<file path="config.mk">
export PLATFORM = sky130hd
export DESIGN_NAME = cycle_latency_statistics
export DESIGN_NICKNAME = d
export VERILOG_FILES = /design/src/sv/cls_pkg.sv /design/src/sv/cls_ctrl.sv /design/src/sv/cls_dp.sv /design/src/sv/cycle_latency_statistics.sv
export SDC_FILE = /design/constraint.sdc
export NUM_CORES = 2
export LEC_CHECK = 0
export ABC_CLOCK_PERIOD_IN_PS = 7900
export BUFFER_PORTS_ARGS = -buffer_cell sky130_fd_sc_hd__buf_2
export CORE_ASPECT_RATIO = 1.4
export CORE_MARGIN = 5
export CORE_UTILIZATION = 50
export CTS_CLUSTER_DIAMETER = 150
export DETAILED_ROUTE_END_ITERATION = 7
export PLACE_DENSITY_LB_ADDON = 0.2
export SLEW_MARGIN = 40
export SYNTH_ARGS = -nofsm -noshare
export SYNTH_HDL_FRONTEND = slang
export SYNTH_SLANG_ARGS = --single-unit
</file>
<file path="constraint.sdc">
create_clock -name aclk -period 7.9 [get_ports aclk]
set_clock_uncertainty 0.05 [all_clocks]
set_input_delay 0.395 -clock aclk [delete_from_list [all_inputs] [get_ports aclk]]
set_output_delay 0.395 -clock aclk [all_outputs]
set_load 0.005 [all_outputs]
</file>
<file path="src/sv/cls_pkg.sv">
// Shared types and constants for the cycle latency statistics block.
// Used by the controller, the datapath and the top level.
package cls_pkg;

    localparam logic [1:0] ACT_RECORD = 2'd0;
    localparam logic [1:0] ACT_READ   = 2'd1;
    localparam logic [1:0] ACT_CLEAR  = 2'd2;

    localparam logic [1:0] REG_DEADLINE = 2'd0;

    localparam logic [31:0] RNG_SEED = 32'h6D2B79F5;
    localparam logic [31:0] U32_ALL  = 32'hFFFF_FFFF;
    localparam logic [63:0] U64_ALL  = 64'hFFFF_FFFF_FFFF_FFFF;
    localparam logic [6:0]  PCT_MED  = 7'd50;
    localparam logic [6:0]  PCT_P95  = 7'd95;

    typedef struct packed {
        logic record_start; // latch sample, update stats, start slot pick
        logic clear;
        logic read_start;   // latch summary, start mean divide and rank pass
    } cls_cmd_t;

    typedef struct packed {
        logic busy;
    } cls_stat_t;

    typedef struct packed {
        logic [31:0] sample_total;
        logic [31:0] mean_cycles;
        logic [31:0] median_cycles;
        logic [31:0] p95_cycles;
        logic [31:0] max_cycles;
        logic [31:0] violation_total;
        logic [31:0] deadline_echo;
    } cls_result_t;

endpackage

</file>
<file path="src/sv/cls_ctrl.sv">
// Controller for the cycle latency statistics block: input and output handshake.
// Depends on cls_pkg.
module cls_ctrl (
    input  logic              aclk,
    input  logic              aresetn,
    input  logic              in_valid,
    input  logic [1:0]        in_action,
    output logic              in_ready,
    output logic              out_valid,
    input  logic              out_ready,
    output cls_pkg::cls_cmd_t cmd,
    input  cls_pkg::cls_stat_t stat
);
    import cls_pkg::*;

    localparam logic [1:0] ST_IDLE = 2'd0;
    localparam logic [1:0] ST_REC  = 2'd1;
    localparam logic [1:0] ST_RD   = 2'd2;
    localparam logic [1:0] ST_OUT  = 2'd3;

    logic [1:0] state_reg, state_next;
    logic       acc;

    assign in_ready  = (state_reg == ST_IDLE);
    assign out_valid = (state_reg == ST_OUT);
    assign acc       = in_valid && in_ready;

    always_comb begin
        cmd = '0;
        state_next = state_reg;
        case (state_reg)
            ST_IDLE: begin
                if (acc) begin
                    case (in_action)
                        ACT_RECORD: begin
                            cmd.record_start = 1'b1;
                            state_next = ST_REC;
                        end
                        ACT_READ: begin
                            cmd.read_start = 1'b1;
                            state_next = ST_RD;
                        end
                        ACT_CLEAR: cmd.clear = 1'b1;
                        default: ;
                    endcase
                end
            end
            ST_REC: if (!stat.busy) state_next = ST_IDLE;
            ST_RD:  if (!stat.busy) state_next = ST_OUT;
            ST_OUT: if (out_ready) state_next = ST_IDLE;
            default: state_next = ST_IDLE;
        endcase
    end

    always_ff @(posedge aclk) begin
        if (!aresetn) state_reg <= ST_IDLE;
        else state_reg <= state_next;
    end
endmodule

</file>
<file path="src/sv/cls_dp.sv">
// Datapath: statistics registers, reservoir memory, serial divider, rank pass.
// Depends on cls_pkg.
module cls_dp #(
    parameter int RESERVOIR_DEPTH = 64
) (
    input  logic                  aclk,
    input  logic                  aresetn,
    input  cls_pkg::cls_cmd_t     cmd,
    output cls_pkg::cls_stat_t    stat,
    input  logic [31:0]           in_sample,
    input  logic [31:0]           deadline,
    output cls_pkg::cls_result_t  result
);
    import cls_pkg::*;

    localparam int AW = $clog2(RESERVOIR_DEPTH);
    localparam int FW = $clog2(RESERVOIR_DEPTH + 1);
    localparam logic [FW-1:0] DEPTH_F = FW'(RESERVOIR_DEPTH);
    localparam int PW = FW + 7;
    localparam int RW = PW + 18;
    // The rank divide by 100 is a multiply by ceil(2^24 / 100), exact for these ranks.
    localparam logic [17:0] RECIP_100 = 18'd167773;

    localparam logic [3:0] P_IDLE  = 4'd0;
    localparam logic [3:0] P_DIV   = 4'd1; // 64-bit dividend serial divide
    localparam logic [3:0] P_WR    = 4'd2; // reservoir write, after slot pick once full
    localparam logic [3:0] P_RK0   = 4'd3; // rank multiply
    localparam logic [3:0] P_RK1   = 4'd4; // rank divide by 100
    localparam logic [3:0] P_OA    = 4'd5; // outer read issue
    localparam logic [3:0] P_OB    = 4'd6; // outer data ready, inner read issue
    localparam logic [3:0] P_IC    = 4'd7; // inner compare
    localparam logic [3:0] P_IB    = 4'd8; // inner read data wait

    logic [3:0]  ph_reg, ph_next;
    logic        is_read_reg;

    logic [31:0] seen_reg, late_reg, peak_reg, rng_reg;
    logic [63:0] sum_reg;
    logic [FW-1:0] fill_reg;
    logic [31:0] samp_reg;

    logic [31:0] mem [RESERVOIR_DEPTH];
    logic [31:0] rd_data;
    logic [AW-1:0] rd_addr;
    logic        wr_en;
    logic [AW-1:0] wr_addr;

    // Shared restoring divider.
    logic [63:0] dq_reg;   // dividend shifting into quotient
    logic [32:0] drem_reg;
    logic [31:0] dvs_reg;
    logic [6:0]  dcnt_reg;
    logic [32:0] dtrial;

    // Rank selection state.
    logic [31:0] med_reg, p95_reg, cand_reg, mean_reg;
    logic [AW-1:0] oi_reg, ii_reg;
    logic [FW-1:0] lt_reg, le_reg;
    logic [FW-1:0] rk_med_reg, rk_p95_reg;
    logic [PW-1:0] prod_med_reg, prod_p95_reg;
    logic [RW-1:0] rq_med, rq_p95;
    logic [31:0] sfrz_reg, lfrz_reg, pkfrz_reg, dlfrz_reg;

    logic [FW-1:0] nm1;
    logic [63:0] half_sum;

    assign nm1 = fill_reg - FW'(1);
    assign half_sum = (sum_reg > U64_ALL - {33'd0, seen_reg[31:1]}) ? U64_ALL
                    : sum_reg + {33'd0, seen_reg[31:1]};
    assign dtrial = {drem_reg[31:0], dq_reg[63]} - {1'b0, dvs_reg};
    assign stat.busy = (ph_reg != P_IDLE);
    assign rq_med = RW'(prod_med_reg) * RW'(RECIP_100);
    assign rq_p95 = RW'(prod_p95_reg) * RW'(RECIP_100);

    always_ff @(posedge aclk) begin
        if (wr_en) mem[wr_addr] <= samp_reg;
        rd_data <= mem[rd_addr];
    end

    always_comb begin
        wr_en = 1'b0;
        wr_addr = '0;
        rd_addr = oi_reg;
        if (cmd.record_start && fill_reg < DEPTH_F) begin
            wr_en = 1'b0;
        end
        if (ph_reg == P_WR) begin
            if (fill_reg < DEPTH_F) begin
                wr_en = 1'b1;
                wr_addr = fill_reg[AW-1:0];
            end else if (drem_reg[31:0] < 32'(RESERVOIR_DEPTH)) begin
                wr_en = 1'b1;
                wr_addr = drem_reg[AW-1:0];
            end
        end
        if (ph_reg == P_OB || ph_reg == P_IB) rd_addr = ii_reg;
    end

    always_comb begin
        ph_next = ph_reg;
        case (ph_reg)
            P_IDLE: begin
                if (cmd.record_start) ph_next = (fill_reg < DEPTH_F) ? P_WR : P_DIV;
                else if (cmd.read_start) ph_next = P_DIV;
            end
            P_DIV: if (dcnt_reg == 7'd1) ph_next = is_read_reg ? P_RK0 : P_WR;
            P_WR:  ph_next = P_IDLE;
            P_RK0: ph_next = P_RK1;
            P_RK1: ph_next = (fill_reg == '0) ? P_IDLE : P_OA;
            P_OA:  ph_next = P_OB;
            P_OB:  ph_next = P_IB;
            P_IB:  ph_next = P_IC;
            P_IC: begin
                if (ii_reg == nm1[AW-1:0]) begin
                    ph_next = (oi_reg == nm1[AW-1:0]) ? P_IDLE : P_OA;
                end else begin
                    ph_next = P_IB;
                end
            end
            default: ph_next = P_IDLE;
        endcase
    end

    always_ff @(posedge aclk) begin
        if (!aresetn || cmd.clear) begin
            ph_reg <= P_IDLE;
            seen_reg <= '0;
            late_reg <= '0;
            peak_reg <= '0;
            sum_reg <= '0;
            fill_reg <= '0;
            rng_reg <= RNG_SEED;
        end else begin
            ph_reg <= ph_next;
            if (ph_reg == P_IDLE && cmd.record_start) begin
                logic [31:0] r;
                r = rng_reg;
                r = r ^ (r << 13);
                r = r ^ (r >> 17);
                r = r ^ (r << 5);
                if (seen_reg != U32_ALL) seen_reg <= seen_reg + 32'd1;
                sum_reg <= (sum_reg > U64_ALL - {32'd0, in_sample}) ? U64_ALL
                         : sum_reg + {32'd0, in_sample};
                if (in_sample > peak_reg) peak_reg <= in_sample;
                if (deadline != '0 && in_sample >= deadline && late_reg != U32_ALL)
                    late_reg <= late_reg + 32'd1;
                if (fill_reg == DEPTH_F) rng_reg <= r;
            end
            if (ph_reg == P_WR && fill_reg < DEPTH_F) fill_reg <= fill_reg + FW'(1);
        end
    end

    always_ff @(posedge aclk) begin
        if (ph_reg == P_IDLE && cmd.record_start) begin
            logic [31:0] r;
            logic [31:0] cnt;
            r = rng_reg;
            r = r ^ (r << 13);
            r = r ^ (r >> 17);
            r = r ^ (r << 5);
            cnt = (seen_reg != U32_ALL) ? seen_reg + 32'd1 : seen_reg;
            samp_reg <= in_sample;
            is_read_reg <= 1'b0;
            dq_reg <= {r, 32'd0};
            drem_reg <= '0;
            dvs_reg <= cnt;
            dcnt_reg <= 7'd32;
        end
        if (ph_reg == P_IDLE && cmd.read_start) begin
            is_read_reg <= 1'b1;
            dq_reg <= half_sum;
            drem_reg <= '0;
            dvs_reg <= seen_reg;
            dcnt_reg <= (seen_reg == '0) ? 7'd1 : 7'd64;
            sfrz_reg <= seen_reg;
            lfrz_reg <= late_reg;
            pkfrz_reg <= peak_reg;
            dlfrz_reg <= deadline;
            med_reg <= '0;
            p95_reg <= '0;
        end
        if (ph_reg == P_DIV) begin
            dcnt_reg <= dcnt_reg - 7'd1;
            if (!dtrial[32]) begin
                drem_reg <= dtrial;
                dq_reg <= {dq_reg[62:0], 1'b1};
            end else begin
                drem_reg <= {drem_reg[31:0], dq_reg[63]};
                dq_reg <= {dq_reg[62:0], 1'b0};
            end
        end
        if (ph_reg == P_RK0) begin
            mean_reg <= (sfrz_reg == '0) ? '0 : dq_reg[31:0];
            prod_med_reg <= PW'(PCT_MED) * PW'(nm1) + PW'(50);
            prod_p95_reg <= PW'(PCT_P95) * PW'(nm1) + PW'(50);
            oi_reg <= '0;
        end
        if (ph_reg == P_RK1) begin
            rk_med_reg <= FW'(rq_med >> 24);
            rk_p95_reg <= FW'(rq_p95 >> 24);
        end
        if (ph_reg == P_OA) begin
            ii_reg <= '0;
            lt_reg <= '0;
            le_reg <= '0;
        end
        if (ph_reg == P_OB) begin
            cand_reg <= rd_data;
        end
        if (ph_reg == P_IC) begin
            logic [FW-1:0] lt_n, le_n;
            lt_n = lt_reg + ((rd_data < cand_reg) ? FW'(1) : FW'(0));
            le_n = le_reg + ((rd_data <= cand_reg) ? FW'(1) : FW'(0));
            lt_reg <= lt_n;
            le_reg <= le_n;
            ii_reg <= ii_reg + AW'(1);
            if (ii_reg == nm1[AW-1:0]) begin
                oi_reg <= oi_reg + AW'(1);
                if (lt_n <= rk_med_reg && rk_med_reg < le_n) med_reg <= cand_reg;
                if (lt_n <= rk_p95_reg && rk_p95_reg < le_n) p95_reg <= cand_reg;
            end
        end
    end

    assign result.sample_total    = sfrz_reg;
    assign result.mean_cycles     = mean_reg;
    assign result.median_cycles   = med_reg;
    assign result.p95_cycles      = p95_reg;
    assign result.max_cycles      = pkfrz_reg;
    assign result.violation_total = lfrz_reg;
    assign result.deadline_echo   = dlfrz_reg;
endmodule

</file>
<file path="src/sv/cycle_latency_statistics.sv">
// Cycle latency statistics: once the reservoir is full, a record runs a 32-step
// serial modulo to pick a slot; while filling it writes the next slot directly. A read
// runs the 64-step mean divide and then a rank pass over the n filled entries.
// Clear is done from idle and needs no busy phase. One beat is in flight at a time.
// Reset is synchronous, active low, and clears all statistics and the deadline.
module cycle_latency_statistics #(
    parameter int RESERVOIR_DEPTH = 64
) (
    input  logic         aclk,
    input  logic         aresetn,
    input  logic         s_tvalid,
    output logic         s_tready,
    input  logic [39:0]  s_tdata,   // action[1:0], sample_cycles[33:2], zero fill
    output logic         m_tvalid,
    input  logic         m_tready,
    output logic [223:0] m_tdata,   // sample_total, mean, median, p95, max, violations, deadline
    input  logic         psel,
    input  logic         penable,
    input  logic         pwrite,
    input  logic [1:0]   paddr,
    input  logic [31:0]  pwdata,
    output logic [31:0]  prdata,
    output logic         pready
);
    import cls_pkg::*;

    logic [31:0] deadline_reg;
    cls_cmd_t    cmd;
    cls_stat_t   stat;
    cls_result_t res;

    assign pready = 1'b1;
    assign prdata = (paddr == REG_DEADLINE) ? deadline_reg : 32'd0;

    always_ff @(posedge aclk) begin
        if (!aresetn) deadline_reg <= '0;
        else if (psel && penable && pwrite && paddr == REG_DEADLINE) deadline_reg <= pwdata;
    end

    cls_ctrl u_ctrl (
        .aclk, .aresetn,
        .in_valid(s_tvalid), .in_action(s_tdata[1:0]), .in_ready(s_tready),
        .out_valid(m_tvalid), .out_ready(m_tready), .cmd, .stat
    );

    cls_dp #(.RESERVOIR_DEPTH(RESERVOIR_DEPTH)) u_dp (
        .aclk, .aresetn, .cmd, .stat,
        .in_sample(s_tdata[33:2]), .deadline(deadline_reg), .result(res)
    );

    assign m_tdata = {res.deadline_echo, res.violation_total, res.max_cycles,
                      res.p95_cycles, res.median_cycles, res.mean_cycles,
                      res.sample_total};
endmodule
</file>
# Word level (Yosys, flattened, before mapping)
# Memory sizes are Yosys's and may differ from the RTL's. A register that Yosys moved wholly into a read port is not among the register bits.
# Cells that the tools add are included.
# word_totals
memories	1
regBits	729
mem_bits_rw	2048
word_cells	189
input_bits	81
out_inout_bits	259
latchBits	0
romBits	0
# op_classes
mux	65
n_bitwise	3
n_eq_ne	26
n_lt_le_gt_ge	12
n_mul	4
div	0
shifts	0
n_reduce_logical	31
add_sub_neg	16
# mem_list
memory	depth	word_bits	rd	rd_ports_with_merged_regs	wr	line_no	text
u_dp.mem	64	32	1	1	1	cls_dp.sv:42	logic [31:0] mem [RESERVOIR_DEPTH];
# op_table
operator	count
$mux W32	16
$mux W64	5
$gt A64 B64 Y1	2
$add A32 B1 Y32 const B	2
$add A64 B31 Y64	1
$add A64 B32 Y64	1
$logic_not A32 Y1	2
$ne A32 B32 Y1 const B	2
$xor A32 B32 Y32	2
$mul A14 B18 Y31 const B	2
$mux W6	9
$mux W7	7
$sub A1 B33 Y34 const A	1
$sub A1 B32 Y33 const A	1
$sub A33 B32 Y33	1
$ge A32 B32 Y1	1
$gt A32 B32 Y1	1
$le A32 B32 Y1	1
$lt A32 B32 Y1	1
$lt A32 B7 Y1 const B	1
$pmux W4 S8	1
$reduce_bool A32 Y1	1
$xor A32 B15 Y32	1
$eq A4 B3 Y1 const B	4
40 further kinds	91

# Longest topological paths before layout
# depth
word_depth	9
ltp_mapped	24
ltp_nobuf	23

# Cells and area by module
# From an unflattened synthesis, not the netlist that was laid out.
# hier_totals
cells_unflattened	8072
hier_area_um2	126626.4
# modules_own_cells
module	cells_per_inst	seq_area_each_um2	instances	area_each_um2
cls_dp	7876	80237.0	1	124916.1
cycle_latency_statistics	178	640.6	1	1549.0
cls_ctrl	18	40.0	1	161.4

# Worst setup path after synthesis
# OpenSTA, ideal clock, no wires.
# synth_path
path_kind	reg2reg
start	register u_ctrl.state_reg[0]
end	register u_dp.dq_reg[22] (data pin)
setup_slack_ns	1.670
required_time_ns	7.692
t_arrival_ns	6.023
path_stages_with_launch	11
period_less_slack_ns	6.230
n_path_buf	2
setup_time_ns	0.158
path_cell_list	dfxtp_1 buf_6 or3b_4 nor2_4 nand2_2 inv_2 nand2_1 inv_1 clkbuf_1 o21ai_0 nand2_1
# synth_via
elab_chain_cells	7
# synth_rtl
item	line_no	text
start, declared	cls_ctrl.sv:21	logic [1:0] state_reg, state_next;
start signal, assigned	cls_ctrl.sv:57	else state_reg <= state_next;
$logic_not A2 Y1 (*)	cls_ctrl.sv:24, cls_ctrl.sv:31	
$logic_and A1 B1 Y1	cls_ctrl.sv:26	assign acc = in_valid && in_ready;
$mux W3	cls_ctrl.sv:33	if (acc) begin
$mux W3 (*)	cls_ctrl.sv:31	case (state_reg)
$logic_and A1 B1 Y1 (*)	cls_dp.sv:169	if (ph_reg == P_IDLE && cmd.read_start) begin
$mux W64 (*)	cls_dp.sv:169	
$mux W64 (*)	cls_dp.sv:182	if (ph_reg == P_DIV) begin
end signal, assigned	cls_dp.sv:171	dq_reg <= half_sum;
end signal, assigned	cls_dp.sv:186	dq_reg <= {dq_reg[62:0], 1'b1};
end signal, assigned	cls_dp.sv:189	dq_reg <= {dq_reg[62:0], 1'b0};
end, declared	cls_dp.sv:49	logic [63:0] dq_reg;
# Mark *: on every way between the ends. The rest lies on a longest branch, timed or not.
# A chain may end at the register's enable or synchronous reset.

# Worst setup path in the final report
# layout_path
start	register u_dp.fill_reg[0]
end	register u_dp.prod_p95_reg[13] (data pin)
# layout_via
elab_chain_cells	3
# layout_rtl
item	line_no	text
start, declared	cls_dp.sv:39	logic [FW-1:0] fill_reg;
start signal, assigned	cls_dp.sv:149	if (ph_reg == P_WR && fill_reg < DEPTH_F) fill_reg <= fill_reg + FW'(1);
$sub A7 B1 Y7	cls_dp.sv:67	assign nm1 = fill_reg - FW'(1);
via u_dp.nm1[0]	cls_dp.sv:64	logic [FW-1:0] nm1;
$mul A7 B7 Y14	cls_dp.sv:195	prod_p95_reg <= PW'(PCT_P95) * PW'(nm1) + PW'(50);
$add A14 B6 Y14	cls_dp.sv:195	
end signal, assigned	cls_dp.sv:195	
end, declared	cls_dp.sv:60	logic [PW-1:0] prod_med_reg, prod_p95_reg;
# The timed path passes the listed nets, and every way through them passes these cells.

==> out/qor.log <==
[layout] total area of multi-input combinational cells 43300 um^2
[status] status finished, final reports clean
[floorplan] num rows 219
[hold_path] Hold WC Path Type in -> reg
[synthesis] number of synthesized register bits 2808
[floorplan] number of I/O pins 340
[floorplan] core region area 254000 um^2
[setup_path] critical path endpoint category flip-flop
[route] vias post-DR 83.1k
[placement] total half-perimeter wirelength after legalization and detailed placement 239000 um
[sta] number of slew-limit violations in the final report 0
[sta] slew margin rel. 35.3%
[setup_path] CP bufs+invs 6
[synthesis] post-synthesis cell type count 92
[setup_path] category of the most critical setup path reg -> reg
[synthesis] number of warnings issued by yosys 0
[clocking] count of instances resized after the clock tree is built 0
[route] total iterations of the first detailed-routing run 8
[global_route] vias in the first global route 82.4k
[pwr] P_leak 51.4 nW
[synthesis] area of the mapped netlist 127000 um^2
[placement] Placed Cells 13.2k
[floorplan] Die Span Y 607 um
[synthesis] Post-Syn Instances 9798
[setup_path] startpoint class of the critical path flip-flop
[clocking] Bufs on Longest Clock Path 4
[clocking] CTS Buf Count 272
[layout] layout cell share with drive strength beyond 1 12.5%
[synthesis] ranking of synthesized cells by instance count sky130_fd_sc_hd__edfxtp_1 (2468), sky130_fd_sc_hd__nand2_1 (1536), sky130_fd_sc_hd__nand3_1 (649)
[global_route] Remaining Overflow, GRT 0
[sta] Tmin final 6.09 ns
[global_route] global-route usage over all layers 27.5%
[synthesis] most common cell in the synthesized netlist sky130_fd_sc_hd__edfxtp_1
[synthesis] leading post-synthesis cells by cell area sky130_fd_sc_hd__edfxtp_1 (58%), sky130_fd_sc_hd__dfxtp_1 (5.3%), sky130_fd_sc_hd__ha_1 (5.1%)
[route] remaining antenna violation count 0
[global_route] initial antenna violation count 27
[route] post-detailed-route via-to-cell ratio 6.04
[setup_path] highest fanout seen on the critical path 14
[hold_path] launch point of the worst hold path m_tready
[synthesis] Top FF cell, synth sky130_fd_sc_hd__edfxtp_1
[global_route] maximum number of pins on one net before global-route repair 158
[job] max capacitance violation total 0
[floorplan] Die Area 265000 um^2
[setup_path] cell repeated most along the worst path sky130_fd_sc_hd__inv_1
[sta] final worst path period share 77.1%
[route] average wire per cell in the routed design 27.0 um
[setup_path] setup slack of the worst register-to-register path 1.81 ns
[setup_path] top cell family by delay on the critical path adder cells
[setup_path] worst reg2reg path startpoint u_dp.fill_reg[0]
[floorplan] Die W 437 um
[layout] number of nets in the layout 11.0k
[route] drt first-iter violations 8589
[layout] fillcell total 20.4k
[synthesis] Post-synth EDFFs 2468
[synthesis] post-synth top area share 58.2%
[setup_path] Reg2Reg Depth 22
[global_route] first-pass GRT wire length 542000 um
[hold_path] cell depth of the worst min-delay path 6
[synthesis] post-synthesis sequential area ratio 63.5%
[layout] final standard cell utilization of the core 56.4%
[sta] setup repair after global routing missed its margin false
[setup_path] stages on the worst setup path 22
[clocking] CTS root buffer sky130_fd_sc_hd__clkbuf_16
[clocking] clock latency at the later pin of the worst-skew pair 0.85 ns
[sta] highest attainable clock frequency 0.164 GHz
[layout] Final Instance Count excl. Fillers 13.8k
[setup_path] critical path data arrival time 6.63 ns
[sta] transition time at the pin with the least slew margin 0.968 ns
[synthesis] proportion of synthesized flip-flops having asynchronous set or reset 0%
[route] DRC violations left 0
[placement] final weighted congestion in routability-driven placement 0.921
[synthesis] syn_area_per_cell 13.0 um^2
[sta] Final Hold Violating Endpoints 0
[setup_path] required arrival time at the worst endpoint 8.44 ns
[clocking] clock sinks 2808
[layout] layout-stage area growth over the synthesis result 12.4%
[floorplan] effective utilization at floorplan 50.1%
[clocking] clock tree from TritonCTS yes
[sta] number of setup violations in the final report 0
[layout] combined flip-flop and latch cell area 80900 um^2
[layout] max reg flops 2048
[hold_path] hold-critical path endpoint u_ctrl.state_reg[0]
[placement] Port Buffers 332
[setup_path] worst reg2reg path endpoint u_dp.prod_p95_reg[13]
[setup_path] critical-path cell with the highest stage delay sky130_fd_sc_hd__fa_1
[setup_path] list of cells traversed by the critical path buf_4 -> inv_1 -> ha_1 -> nand2_1 -> nor3_1 -> xnor2_1 -> inv_1 -> fa_1 -> fa_1 -> fa_1 -> inv_1 -> fa_1 -> inv_1 -> ha_1 -> inv_1 -> o21bai_1 -> a21oi_1 -> o21bai_1 -> a21oi_1 -> o21bai_1 -> a21oi_1 -> xor2_1
[route] post-detailed-routing wire length 372000 um
[setup_path] biggest cell delay along the critical path 0.67 ns
[sta] Total Negative Setup Slacks 0 ns
[synthesis] Net Count, Synth 10.6k
[pwr] Peak supply drop 0.000197 V
[synthesis] post-synthesis cell type with the largest combined area sky130_fd_sc_hd__edfxtp_1
[pwr] power density over cell area 232 nW/um^2
[clocking] total number of H-tree levels 5
[clocking] CTS clock-pin slew for the worst setup and hold paths 0.06 ns
[cells in the final DEF, fill, tap and decap left out, types with 88 or more instances in the layout]
master,n
sky130_fd_sc_hd__edfxtp_1,2468
sky130_fd_sc_hd__nand2_1,1530
sky130_fd_sc_hd__nand3_1,649
sky130_fd_sc_hd__ha_1,517
sky130_fd_sc_hd__inv_1,489
sky130_fd_sc_hd__a21oi_1,389
sky130_fd_sc_hd__dfxtp_1,340
sky130_fd_sc_hd__buf_2,333
sky130_fd_sc_hd__o21ai_0,321
sky130_fd_sc_hd__clkbuf_16,285
sky130_fd_sc_hd__nand4_1,229
sky130_fd_sc_hd__xnor2_1,226
sky130_fd_sc_hd__nor2_1,220
sky130_fd_sc_hd__mux4_2,198
sky130_fd_sc_hd__buf_4,197
sky130_fd_sc_hd__fa_1,184
sky130_fd_sc_hd__a31oi_1,155
sky130_fd_sc_hd__xor2_1,149
sky130_fd_sc_hd__nor3_1,115
sky130_fd_sc_hd__a21o_1,88
[report_power, final]
part | internal (mW) | leakage, nW | switching (mW)
clock network | 7.07 | 4.15 | 5.56
logic | 1.44 | 22.3 | 2.32
registers | 16.6 | 25.0 | 0.212
total | 25.1 | 51.4 | 8.10
[timing repair]
action	CTS	global route
hold buffers	66	0
hold endpoints to repair	98	0
buffers inserted	0	0
endpoints found under the setup margin	0	0
[worst register-to-register path, stage by stage, from the launching register on]
cell and delay (ns):
sky130_fd_sc_hd__dfxtp_1 0.30, sky130_fd_sc_hd__buf_4 0.19, sky130_fd_sc_hd__inv_1 0.25, sky130_fd_sc_hd__ha_1 0.24, sky130_fd_sc_hd__nand2_1 0.11, sky130_fd_sc_hd__nor3_1 0.39, sky130_fd_sc_hd__xnor2_1 0.34, sky130_fd_sc_hd__inv_1 0.30
sky130_fd_sc_hd__fa_1 0.67, sky130_fd_sc_hd__fa_1 0.47, sky130_fd_sc_hd__fa_1 0.52, sky130_fd_sc_hd__inv_1 0.06, sky130_fd_sc_hd__fa_1 0.53, sky130_fd_sc_hd__inv_1 0.05, sky130_fd_sc_hd__ha_1 0.33, sky130_fd_sc_hd__inv_1 0.07
sky130_fd_sc_hd__o21bai_1 0.07, sky130_fd_sc_hd__a21oi_1 0.22, sky130_fd_sc_hd__o21bai_1 0.09, sky130_fd_sc_hd__a21oi_1 0.23, sky130_fd_sc_hd__o21bai_1 0.09, sky130_fd_sc_hd__a21oi_1 0.18, sky130_fd_sc_hd__xor2_1 0.09
[kinds of logic after synthesis]
| group | after synthesis | share of synthesized area, % |
|---|---|---|
| simple gates | 3221 | 11.6 |
| flops | 2808 | 63.5 |
| compound gates | 1416 | 6.99 |
| buf+inv | 993 | 3.12 |
| fa+ha+maj | 703 | 7.99 |
| xor+xnor | 377 | 2.61 |
| mux | 279 | 4.15 |
| other cells | 1 | 0.00294 |
[stage by stage]
stage | power [mW] | hold WS [ns] | instance area [um^2] | setup slack, ns
floorplan | 19.7 | 0.358 | 127000 | 1.67
global placement | 20.7 | 0.373 | 134000 | 1.87
detailed placement | 20.8 | 0.372 | 134000 | 1.79
CTS | 33.4 | 0.00245 | 143000 | 1.76
global route | 34.4 | 0.0776 | 143000 | 1.51
finish | 33.2 | 0.0567 | 143000 | 1.81
[how the worst max path moves through the flow]
stage	startpoint	endpoint	slack, ns
after CTS	u_dp.fill_reg[0]	u_dp.prod_p95_reg[13]	1.76
after detailed placement	u_dp.fill_reg[0]	u_dp.prod_p95_reg[13]	1.79
after floorplan	u_ctrl.state_reg[0]	u_dp.dq_reg[22]	1.67
after global placement	u_dp.fill_reg[0]	u_dp.prod_p95_reg[13]	1.87
final	u_dp.fill_reg[0]	u_dp.prod_p95_reg[13]	1.81
after global routing	u_dp.fill_reg[0]	u_dp.prod_p95_reg[13]	1.51
[layer usage]
metal | track usage, % | part of all wire (%) | vias up
li1 | - | - | 37100
met1 | 32.4 | 36 | 41700
met2 | 48.0 | 50 | 3448
met3 | 3.82 | 6.9 | 857
met4 | 16.6 | 7.2 | 14
met5 | 0 | 0.027 | -
[area by class of cell]
type | count | area share [%]
sequential | 2808 | 56.5
multi-input combinational | 5997 | 30.2
clock buffer | 341 | 5.18
timing repair buffer | 633 | 3.10
tap | 3315 | 2.90
inverter | 493 | 1.30
clock inverter | 130 | 0.709
antenna | 54 | 0.0944
Power figures use the tool's default switching activity.
